==> src/hdl/cspe_pkg.sv <==
// shared widths, types and constants of the cubic spline point evaluator
`default_nettype none
package cspe_pkg;

  localparam int COORD_WIDTH = 32;
  localparam int T_FRAC_BITS = 16;

  localparam int TW = T_FRAC_BITS + 1;        // t, t^2, t^3
  localparam int WW = T_FRAC_BITS + 6;        // signed basis weights
  localparam int PW = COORD_WIDTH + WW;       // one product
  localparam int AW = PW + 2;                 // sum of four products
  localparam int RS = T_FRAC_BITS + 1;        // final rounding shift

  localparam logic [TW-1:0] T_ONE = {1'b1, {T_FRAC_BITS{1'b0}}};
  localparam logic [2*TW-1:0] T_HALF = {{(2*TW-T_FRAC_BITS){1'b0}},
                                        1'b1, {(T_FRAC_BITS-1){1'b0}}};
  localparam logic signed [WW-1:0] W_ONE = {{(WW-TW){1'b0}}, T_ONE};
  localparam logic signed [AW-1:0] ACC_HALF = {{(AW-RS){1'b0}}, 1'b1,
                                               {(RS-1){1'b0}}};
  localparam logic [COORD_WIDTH-1:0] COORD_MAX = {1'b0, {(COORD_WIDTH-1){1'b1}}};
  localparam logic [COORD_WIDTH-1:0] COORD_MIN = {1'b1, {(COORD_WIDTH-1){1'b0}}};

  typedef enum logic [1:0] {
    BASIS_HERMITE = 2'd0,
    BASIS_BEZIER  = 2'd1,
    BASIS_CATROM  = 2'd2
  } basis_e;

  typedef logic [COORD_WIDTH-1:0] coord_t;

  typedef struct packed {
    coord_t [3:0] x;
    coord_t [3:0] y;
  } pts_t;

  typedef struct packed {
    logic          valid;
    logic [TW-1:0] t;
    logic [TW-1:0] t2;
    logic [TW-1:0] t3;
  } tpow_t;

  typedef struct packed {
    logic                  valid;
    logic [3:0][WW-1:0]    w;
  } wgt_t;

  typedef struct packed {
    logic   valid;
    coord_t x;
    coord_t y;
    logic   sat;
  } res_t;

endpackage
`default_nettype wire

==> src/hdl/cspe_tpow.sv <==
// two pipeline stages forming the clamped t, t squared and t cubed
`default_nettype none
module cspe_tpow
  import cspe_pkg::*;
(
  input  logic          clk_i,
  input  logic          rst_ni,
  input  logic          valid_i,
  input  logic [TW-1:0] t_i,
  output tpow_t         pow_o
);

  logic          v1_q, v1_d;
  logic [TW-1:0] t1_q, t1_d;
  logic [TW-1:0] sq1_q, sq1_d;
  logic [2*TW-1:0] sq_full, cu_full;
  logic [TW-1:0] tc;
  tpow_t         pow_q, pow_d;

  always_comb begin
    tc      = (t_i > T_ONE) ? T_ONE : t_i;
    sq_full = (2*TW)'(tc) * (2*TW)'(tc) + T_HALF;
    v1_d    = valid_i;
    t1_d    = tc;
    sq1_d   = TW'(sq_full >> T_FRAC_BITS);
  end

  always_comb begin
    cu_full     = (2*TW)'(sq1_q) * (2*TW)'(t1_q) + T_HALF;
    pow_d.valid = v1_q;
    pow_d.t     = t1_q;
    pow_d.t2    = sq1_q;
    pow_d.t3    = TW'(cu_full >> T_FRAC_BITS);
  end

  always_ff @(posedge clk_i or negedge rst_ni) begin
    if (!rst_ni) begin
      v1_q  <= 1'b0;
      pow_q <= '0;
    end else begin
      v1_q  <= v1_d;
      pow_q <= pow_d;
    end
  end

  always_ff @(posedge clk_i) begin
    t1_q  <= t1_d;
    sq1_q <= sq1_d;
  end

  assign pow_o = pow_q;

endmodule
`default_nettype wire

==> config.mk <==
export PLATFORM = sky130hd
export DESIGN_NAME = cspe_tpow
export DESIGN_NICKNAME = d
export VERILOG_FILES = /design/src/hdl/cspe_pkg.sv /design/src/hdl/cspe_tpow.sv
export SDC_FILE = /design/constraint.sdc
export NUM_CORES = 1
export LEC_CHECK = 0
export ABC_AREA = 1
export BUFFER_PORTS_ARGS = -buffer_cell sky130_fd_sc_hd__buf_2
export CORE_ASPECT_RATIO = 0.75
export CORE_UTILIZATION = 47
export DETAILED_ROUTE_END_ITERATION = 6
export PLACE_DENSITY = 0.66
export SETUP_SLACK_MARGIN = 0.02
export SLEW_MARGIN = 0
export SYNTH_ARGS = -nofsm -noshare
export SYNTH_HDL_FRONTEND = slang
export SYNTH_SLANG_ARGS = --single-unit
==> constraint.sdc <==
create_clock -name clk_i -period 5.53 [get_ports clk_i]
set_clock_uncertainty 0.15 [all_clocks]
set_input_delay 0.2765 -clock clk_i [delete_from_list [all_inputs] [get_ports clk_i]]
set_output_delay 0.2765 -clock clk_i [all_outputs]
set_load 0.005 [all_outputs]
==> run summary <==
Post-DP HPWL -> 48050 um
most frequent cells in the layout -> 674 x inv_1, 463 x nand2_1, 402 x fa_1
slew of the pin with the lowest slew margin -> 753.4 ps
most common cell after layout, fill and taps aside -> inv_1
H-tree depth -> 3
CTS sink count -> 87
drt drc -> 0
Seq/Total Area, Yosys -> 9.896%
Req. time, crit path -> 5660 ps
crit end category -> flop
total of max-cap violations -> 0
clk_lat worst skew -> 380 ps
endpoints failing setup -> 27
n_diodes -> 0
I/O pins -> 72
crit path time final -> 5815 ps
WL final -> 55700 um
critical path class -> in2reg
share of layout cells above drive strength 1 -> 25.62%
RSZ-0062 raised after global routing -> true
CTS tree -> yes
Final period util -> 105.2%
drt wl/cell -> 16.34 um
syn_area_per_cell -> 8.281 um2
Die Y -> 181.9 um
failing checks -> setup timing
Core Box Area -> 0.04229 mm2
1st-iter DRT viols -> 1002
# port buffers -> 71
EDFF count, synth -> 0
Num CTS Buffers -> 9
setup tns final -> -4140 ps
via count -> 16560
cells after synthesis -> 2449
Hold WC Path Type -> in2reg
GRT Util Overall -> 26.90%
number of slew-limit violations in the final report -> 0
TritonRoute pass-1 iters -> 6
Placed Cells -> 3368
Final Hold Viols -> 0
clock buffer depth -> 2
Post-Layout Cell Count -> 3410
Yosys cell types -> 48
share of flip-flops with an asynchronous set or reset -> 60.92%
Initial Util -> 47.95%
ANT nets after route -> 0
Final #Nets -> 3490
largest cells by area after synthesis -> fa_1 41%, ha_1 13%, inv_1 13%
first-pass GRT wire length -> 92340 um
Yosys reg bits -> 87
synth warn -> 0
Relative slew margins -> 49.77%
Overflow after GRT -> 0
Final GP Congestion -> 0.9602
Mapped Area -> 0.02028 mm2
Primary FF master, synth -> dfrtp_1
crit path launch type -> input port
DP Area -> 0.02399 mm2
slowest stage delay, CP -> 540 ps
Max Clk Rate -> 172.0 MHz
DIE AREA -> 0.04399 mm2
Via density -> 4.856
design area -> 0.02561 mm2
largest net degree at the start of global routing -> 54
setup ws final -> -284.9 ps
run status -> finished, violations left
Clock Tree Root -> clkbuf_16
CTS clk-pin slew, worst paths -> 70 ps
WP data arrival -> 5940 ps
Synth top area share -> 41.07%
Area Overhead vs Synth -> 26.30%
Slowest-stage cell, CP -> fa_2
die width -> 241.9 um
initial antenna violation count -> 0
row cnt -> 65
number of global-route vias before repair -> 17620
largest area contributor in the netlist -> fa_1
CP Max Fanout -> 5
[flip-flops by register name, summed over array words and instances (netlist names)]
| signal | count |
|---|---|
| pow_o | 52 |
| v1_q | 1 |
| t1_q | 17 |
| sq1_q | 17 |
[layer usage]
metal / up-vias / share of wire, % / GRT usage, %
li1: 7805 / - / -
met1: 8172 / 47 / 39.70
met2: 507 / 43 / 40.71
met3: 75 / 7.1 / 5.069
met4: 0 / 2.0 / 6.557
met5: - / 0 / 0
[critical path: cells and delay by family]
kind                     cells  cell delay, ps
AO/OA/AOI/OAI                3             470
adder cells (fa/ha/maj)      7            3240
AND/OR/NAND/NOR             10            1010
buffers and inverters       10             910
[cell families after synthesis]
logic type / count (synthesis) / synth area share [%]
AOI/OAI and AO/OA: 134 / 4.035
xor gates and xnor gates: 33 / 1.425
adders and majority gates: 634 / 54.52
buffers and inverters: 804 / 15.01
DFF: 87 / 9.896
other: 2 / 0.03703
and+or+nand+nor: 755 / 15.08
[stage by stage]
stage          hold slack (ps)  util [%]  setup WS [ps]
6_report                 136.2     60.56         -284.9
5_1_grt                  132.7     60.56         -506.0
4_1_cts                  114.4     58.44         -229.7
3_5_place_dp             187.2     56.73          -1074
3_3_place_gp             181.8     56.73          -1084
2_1_floorplan           -169.1         -         -123.1
[layout make-up]
type | instances | area, um2
Multi-Input combinational cell | 1580 | 16520
Inverter | 727 | 2756
Clock buffer | 10 | 239.0
Timing Repair Buffer | 430 | 3283
Fill cell | 3698 | 16680
Sequential cell | 87 | 2046
Clock inverter | 6 | 48.80
Tap cell | 569 | 711.9
Timing Repair inverter | 1 | 6.256
[Yosys cell counts (3+ instances only)]
| master | n |
|---|---|
| o21bai_1 | 4 |
| nand4_1 | 6 |
| clkbuf_1 | 72 |
| nor2_4 | 8 |
| inv_1 | 718 |
| xnor2_1 | 11 |
| a31oi_1 | 10 |
| nor2_2 | 10 |
| o211ai_1 | 3 |
| a21boi_0 | 3 |
| nand2_2 | 3 |
| dfxtp_1 | 34 |
| a21oi_1 | 51 |
| xor2_1 | 22 |
| a21o_1 | 10 |
| ha_1 | 218 |
| nor4_1 | 4 |
| clkinv_1 | 3 |
| o21ai_0 | 30 |
| a311oi_1 | 3 |
| inv_2 | 5 |
| nand2_1 | 493 |
| nor3_1 | 16 |
| o21a_1 | 6 |
| nor2_1 | 177 |
| o21ai_2 | 3 |
| a221oi_1 | 3 |
| fa_1 | 416 |
| dfrtp_1 | 53 |
| nand3_1 | 31 |
[path summary, 6_finish.rpt]
| path | slack, ps | from | to | cells past startpoint |
|---|---|---|---|---|
| setup / recovery | -280 | t_i[0] | sq1_q[15]$_DFF_P_ | 30 |
| hold / removal | 140 | t_i[16] | t1_q[16]$_DFF_P_ | 2 |
| setup reg to reg | -150 | sq1_q[13]$_DFF_P_ | pow_o[14]$_DFF_PN0_ | 18 |
| hold reg to reg | 200 | v1_q$_DFF_PN0_ | pow_o[51]$_DFF_PN0_ | 0 |
| max in group asynchronous | 4290 | rst_ni | v1_q$_DFF_PN0_ | 3 |
| min in group asynchronous | 430 | rst_ni | pow_o[40]$_DFF_PN0_ | 3 |
[what timing repair did]
action / 4_1_cts / 5_1_grt
cloned: 1 / 0
setup buffers: 9 / 15
pin swaps: 39 / 104
setup endpoints to repair: 32 / 33
hold buffers: 2 / 0
gates resized for setup: 105 / 199
hold endpoints to repair: 54 / 0
Power is left out: the tool's default activity adds up to more than one toggle a clock period on the data nets, which glitch-free logic cannot reach.
