$ cat src/hdl/cspe_pkg.sv
// shared widths, types and constants of the cubic spline point evaluator
`default_nettype none
package cspe_pkg;

  localparam int COORD_WIDTH = 32;
  localparam int T_FRAC_BITS = 16;

  localparam int TW = T_FRAC_BITS + 1;        // t, t^2, t^3
  localparam int WW = T_FRAC_BITS + 6;        // signed basis weights
  localparam int PW = COORD_WIDTH + WW;       // one product
  localparam int AW = PW + 2;                 // sum of four products
  localparam int RS = T_FRAC_BITS + 1;        // final rounding shift

  localparam logic [TW-1:0] T_ONE = {1'b1, {T_FRAC_BITS{1'b0}}};
  localparam logic [2*TW-1:0] T_HALF = {{(2*TW-T_FRAC_BITS){1'b0}},
                                        1'b1, {(T_FRAC_BITS-1){1'b0}}};
  localparam logic signed [WW-1:0] W_ONE = {{(WW-TW){1'b0}}, T_ONE};
  localparam logic signed [AW-1:0] ACC_HALF = {{(AW-RS){1'b0}}, 1'b1,
                                               {(RS-1){1'b0}}};
  localparam logic [COORD_WIDTH-1:0] COORD_MAX = {1'b0, {(COORD_WIDTH-1){1'b1}}};
  localparam logic [COORD_WIDTH-1:0] COORD_MIN = {1'b1, {(COORD_WIDTH-1){1'b0}}};

  typedef enum logic [1:0] {
    BASIS_HERMITE = 2'd0,
    BASIS_BEZIER  = 2'd1,
    BASIS_CATROM  = 2'd2
  } basis_e;

  typedef logic [COORD_WIDTH-1:0] coord_t;

  typedef struct packed {
    coord_t [3:0] x;
    coord_t [3:0] y;
  } pts_t;

  typedef struct packed {
    logic          valid;
    logic [TW-1:0] t;
    logic [TW-1:0] t2;
    logic [TW-1:0] t3;
  } tpow_t;

  typedef struct packed {
    logic                  valid;
    logic [3:0][WW-1:0]    w;
  } wgt_t;

  typedef struct packed {
    logic   valid;
    coord_t x;
    coord_t y;
    logic   sat;
  } res_t;

endpackage
`default_nettype wire

$ cat src/hdl/cspe_weights.sv
// basis weight stage: four weights at scale 2^(F+1) for the selected basis
`default_nettype none
module cspe_weights
  import cspe_pkg::*;
(
  input  logic   clk_i,
  input  logic   rst_ni,
  input  tpow_t  pow_i,
  input  basis_e basis_i,
  output wgt_t   wgt_o
);

  logic signed [WW-1:0] a1, a2, a6;
  logic signed [WW-1:0] b1, b2, b4, b5, b6, b12;
  logic signed [WW-1:0] c1, c2, c3, c4, c6;
  logic signed [WW-1:0] one2;
  wgt_t wgt_q, wgt_d;

  always_comb begin
    a1  = $signed({{(WW-TW){1'b0}}, pow_i.t});
    b1  = $signed({{(WW-TW){1'b0}}, pow_i.t2});
    c1  = $signed({{(WW-TW){1'b0}}, pow_i.t3});
    a2  = a1 <<< 1;
    a6  = (a1 <<< 2) + a2;
    b2  = b1 <<< 1;
    b4  = b1 <<< 2;
    b5  = b4 + b1;
    b6  = b4 + b2;
    b12 = b6 <<< 1;
    c2  = c1 <<< 1;
    c3  = c2 + c1;
    c4  = c1 <<< 2;
    c6  = c3 <<< 1;
    one2 = W_ONE <<< 1;

    wgt_d.valid = pow_i.valid;
    case (basis_i)
      BASIS_HERMITE: begin
        wgt_d.w[0] = c4 - b6 + one2;
        wgt_d.w[1] = c2 - b4 + a2;
        wgt_d.w[2] = b6 - c4;
        wgt_d.w[3] = c2 - b2;
      end
      BASIS_BEZIER: begin
        wgt_d.w[0] = b6 - c2 - a6 + one2;
        wgt_d.w[1] = c6 - b12 + a6;
        wgt_d.w[2] = b6 - c6;
        wgt_d.w[3] = c2;
      end
      BASIS_CATROM: begin
        wgt_d.w[0] = b2 - a1 - c1;
        wgt_d.w[1] = one2 - b5 + c3;
        wgt_d.w[2] = a1 + b4 - c3;
        wgt_d.w[3] = c1 - b1;
      end
      default: begin
        // unused basis code: zero weights give a zero point, no clamp
        wgt_d.w = '0;
      end
    endcase
  end

  always_ff @(posedge clk_i or negedge rst_ni) begin
    if (!rst_ni) begin
      wgt_q <= '0;
    end else begin
      wgt_q <= wgt_d;
    end
  end

  assign wgt_o = wgt_q;

endmodule
`default_nettype wire

$ cat config.mk
export PLATFORM = sky130hd
export DESIGN_NAME = cspe_weights
export DESIGN_NICKNAME = d
export VERILOG_FILES = /design/src/hdl/cspe_pkg.sv /design/src/hdl/cspe_weights.sv
export SDC_FILE = /design/constraint.sdc
export NUM_CORES = 1
export LEC_CHECK = 0
export BUFFER_PORTS_ARGS = -buffer_cell sky130_fd_sc_hd__buf_2
export CAP_MARGIN = 20
export CORE_ASPECT_RATIO = 0.5
export CORE_MARGIN = 2
export CORE_UTILIZATION = 64
export DETAILED_ROUTE_END_ITERATION = 16
export GPL_ROUTABILITY_DRIVEN = 0
export PLACE_DENSITY = 0.95
export SYNTH_ARGS = -nofsm -noshare
export SYNTH_HDL_FRONTEND = slang
export SYNTH_SLANG_ARGS = --single-unit
$ cat constraint.sdc
create_clock -name clk_i -period 0.8 [get_ports clk_i]
set_clock_uncertainty 0.05 [all_clocks]
set_input_delay 0.16 -clock clk_i [delete_from_list [all_inputs] [get_ports clk_i]]
set_output_delay 0.16 -clock clk_i [all_outputs]
set_load 0.03 [all_outputs]
==> results of run 1 <==
## cell usage after synthesis, types with 5 or more instances
master	instances	share of area, %
mux2i_1	7	0.39
nand3_1	38	1.1
o41ai_1	6	0.29
o21ai_0	144	4.0
nand2_1	128	2.7
a41oi_1	5	0.24
o211ai_1	19	0.79
a31o_2	6	0.29
o22ai_1	30	1.0
a21oi_1	229	6.3
nor2b_1	53	1.8
xor2_1	81	3.9
o221ai_1	5	0.24
o31ai_1	13	0.54
a211o_1	16	0.78
a22oi_1	5	0.21
fa_1	50	5.5
o21a_1	50	2.1
dfrtp_1	85	12
clkbuf_1	35	0.73
o21bai_1	25	1.0
a211oi_1	30	1.2
o31a_1	13	0.63
and4_1	5	0.24
a21o_1	62	2.6
nor4_1	6	0.21
nand4_1	6	0.21
or2_2	7	0.24
o2111ai_1	9	0.44
nand2b_1	28	0.97
xnor2_1	156	7.6
and3_1	14	0.48
ha_1	335	23
nor3_1	56	1.6
a31oi_1	25	0.87
o21ai_1	6	0.17
buf_1	10	0.21
nor2_1	189	3.9
or3_1	23	0.80
and2_1	11	0.38
inv_1	194	4.0
## kinds of logic after synthesis
group | Yosys count | share of synthesized area, %
buffers and inverters | 244 | 5.16
AOI/OAI and AO/OA | 755 | 27.0
DFF | 85 | 11.8
xor gates and xnor gates | 238 | 11.6
muxes | 10 | 0.596
adders and majority gates | 385 | 28.7
and+or+nand+nor | 577 | 15.1
## through the flow
stage	setup TNS, ns	setup slack (ns)	utilization [%]
floorplan	-178.63	-3.78	-
global placement	-227.46	-4.16	94.5
detailed placement	-255.47	-4.78	94.5
==> flow_summary.ini, run 1 <==
[yosys]
syn-num-nets = 2735
synth-async-reset-ratio_pct = 100
syn_area_sq_um = 18100
syn_area_per_cell_sq_um = 7.87
synth_seq_cells = 85
synth_warnings = 0
synth_edf_count = 0
ys_dominant_reg_cell = dfrtp_1
ys_types = 82
synth_cells = 2294
yosysSeqAreaShare_pct = 11.8

[placement]
dp_cells = 3593
dp_hpwl_microns = 82300
placement.io_buffers = 144
dpl_cell_area_sq_um = 26200

[clocking]
cts_hold_repair.buffers = 2
cts_buffers = 9
clock_sinks = 85
clockBufferDepth = 2
cts-root-buf = clkbuf_16
htree_levels = 3
post_cts_resize_count = 526
post_cts_buffers = 87

[outcome]
stop_stage = clock tree synthesis (4_1_cts)
stop_error = [ERROR DPL-0038] Utilization greater than 100%, impossible to legalize
status = aborted with a tool error

[floorplanning]
die_x_microns = 242
num_rows = 43
start_util_pct = 65.2
die_y_microns = 123
boundaryPins = 145
==> run 2: changes to the inputs <==
CORE_ASPECT_RATIO = default   (was 0.5)
CORE_UTILIZATION = 40   (was 64)
PLACE_DENSITY = default   (was 0.95)
PLACE_DENSITY_LB_ADDON = 0.15   (was default)
==> run 2 against run 1 <==
  * Synthesized area did not move
  * Synthesized cell count did not move
  * The flow now finishes, with violations (negative setup slack)
==> flow_summary.ini, run 2 <==
[clocking]
clock_sinks = 85
cts_buffers = 9
htree_levels = 3
cts_tree = yes
clk_pin_slew_ns = 0.07
cts-root-buf = clkbuf_16
clockBufferDepth = 2

[setup_path]
cp.arrival_ns = 4.92
cp-end-kind = flop
cp_max_fo = 4
startpoint = pow_i[18]
worstPathRequired_ns = 1.04
crit_buf_inv = 2
cp-start-kind = input port
max_stage_delay_ns = 0.41
critPathKind = input port to flop
critical-path-top-delay-family = compound AO/OA/AOI/OAI gates
critPathSlowestCell = fa_2

[floorplanning]
dieArea_sq_um = 46900
die_x_microns = 217
core_area_sq_um = 44400
boundaryPins = 145
start_util_pct = 40.7
num_rows = 77
die_y_microns = 217

[yosys]
synth-async-reset-ratio_pct = 100
synth_seq_cells = 85
yosys.area.top_type = ha_1
syn_area_sq_um = 18100
syn_area_per_cell_sq_um = 7.87
ys_top_cells_by_area = ha_1, dfrtp_1, xnor2_1
ys_types = 82
synth_commonest_cells = ha_1, a21oi_1, inv_1
synth_warnings = 0
synth_top_area_share_pct = 23.2
synth_edf_count = 0
yosysSeqAreaShare_pct = 11.8
synth_cells = 2294
ys_dominant_reg_cell = dfrtp_1
synth.most_common_cell = ha_1
syn-num-nets = 2735

[sta]
hold_slack_ns = 0.0223
slew_headroom_pct = 58.5
hold_viol_final = 0
drv_slew = 0
fmax_ghz = 0.214
rsz0062_at_grt = yes
min_period_ns = 4.68
fin_crit_sh_pct = 585
setup_viol = 173
fin_ws_ns = -3.88
worst_pin_slew_ns = 0.618

[route]
ant_nets = 0
drt_iter0_drc = 1297
wl_per_cell_microns = 19.7
vias_per_cell = 5.52
drc = 0
first_pass_iters = 5
vias = 21737
drt_wl_total_microns = 77700

[flow_run]
max_cap_violations = 0

[placement]
dp_hpwl_microns = 63300
dp_slack_ns = -4.45
placement.io_buffers = 144

[final_layout]
layout_common_cells = buf_4, ha_1, nor2_1, inv_1, a21oi_1
area_growth_pct = 66.8
drive_gt1_share_pct = 46.1
final_net_count = 3783
n_fill_cell = 3464
final_common_cell = buf_4
largest_register_ffs = 85

[grt]
antenna_found_initial = 2
grt_max_degree = 47
grt_util_all_layers_pct = 32.3
grt_pass1_wl_microns = 118000
grt_pass1_vias = 22510
overflow = 0

[power_and_ir_drop]
p_leak_nw = 14.7
vdd_drop_max_uv = 1480
power_w = 0.0920
powerDensity_nw_per_um2 = 3050

[worst_hold_path]
hp-class = input port to flop
hold_start = pow_i[1]

[outcome]
status = complete, but fails checks
violations = negative setup slack
run 2: worst paths after layout:
| kind | end | slack (ns) | cells past startpoint |
|---|---|---|---|
| max | wgt_o[19] | -3.88 | 25 |
| min | wgt_o[68] | 0.02 | 3 |
| max in group asynchronous | wgt_o[21] | 0.18 | 3 |
| min in group asynchronous | wgt_o[70] | 0.23 | 3 |
run 2: repair_timing:
| action | in CTS | in global routing |
|---|---|---|
| gates resized for setup | 354 | 182 |
| hold buffers | 2 | 0 |
| endpoints found under the hold margin | 86 | 0 |
| setup buffers | 48 | 53 |
| endpoints found under the setup margin | 173 | 173 |
| pin swaps | 211 | 188 |
run 2: area by class of cell:
cell class	count	area [sq um]	area share, %
sequential	85	2130	7.07
tap	592	741	2.46
antenna	2	5.00	0.0166
inverter	194	762	2.53
clock inverter	3	45.0	0.150
clock buffer	12	256	0.851
timing repair buffer	1087	8490	28.2
multi-input combinational	1965	17700	58.7
run 2: metal layers:
metal	global-route usage [%]	part of all wire, %	wire length, microns	vias to the layer above
met4	14.2	4.1	3180	0
met1	41.1	42	32900	10435
met2	55.4	47	36800	734
met5	0	0	0	-
li1	-	-	-	10371
met3	3.31	6.2	4820	197
run 2: cell families after synthesis:
kind of cell / Yosys count / synth area share [%]
AO/OA/AOI/OAI: 755 / 27.0
AND/OR/NAND/NOR: 577 / 15.1
adder cells (fa/ha/maj): 385 / 28.7
buffers and inverters: 244 / 5.16
XOR/XNOR: 238 / 11.6
flip-flops: 85 / 11.8
multiplexers: 10 / 0.596
run 2: power by group:
part	total [W]	internal [W]	switching [W]
Clock	0.00462	0.00257	0.00205
Combinational	0.0813	0.0408	0.0405
Sequential	0.00614	0.00573	0.000409
run 2: per-stage QoR:
step / util (%) / std cells / setup TNS (ns) / cell area (sq um)
CTS: 65.1 / 3892 / -222.38 / 28900
detailed placement: 60.1 / 3831 / -242.15 / 26700
global route: 67.8 / 3940 / -238.49 / 30100
floorplan: - / 2294 / -178.63 / 18900
finish: 67.8 / 3940 / -227.96 / 30100
global placement: 60.1 / 3831 / -238.33 / 26700
Note: power is estimated with default switching activity, not from simulation.
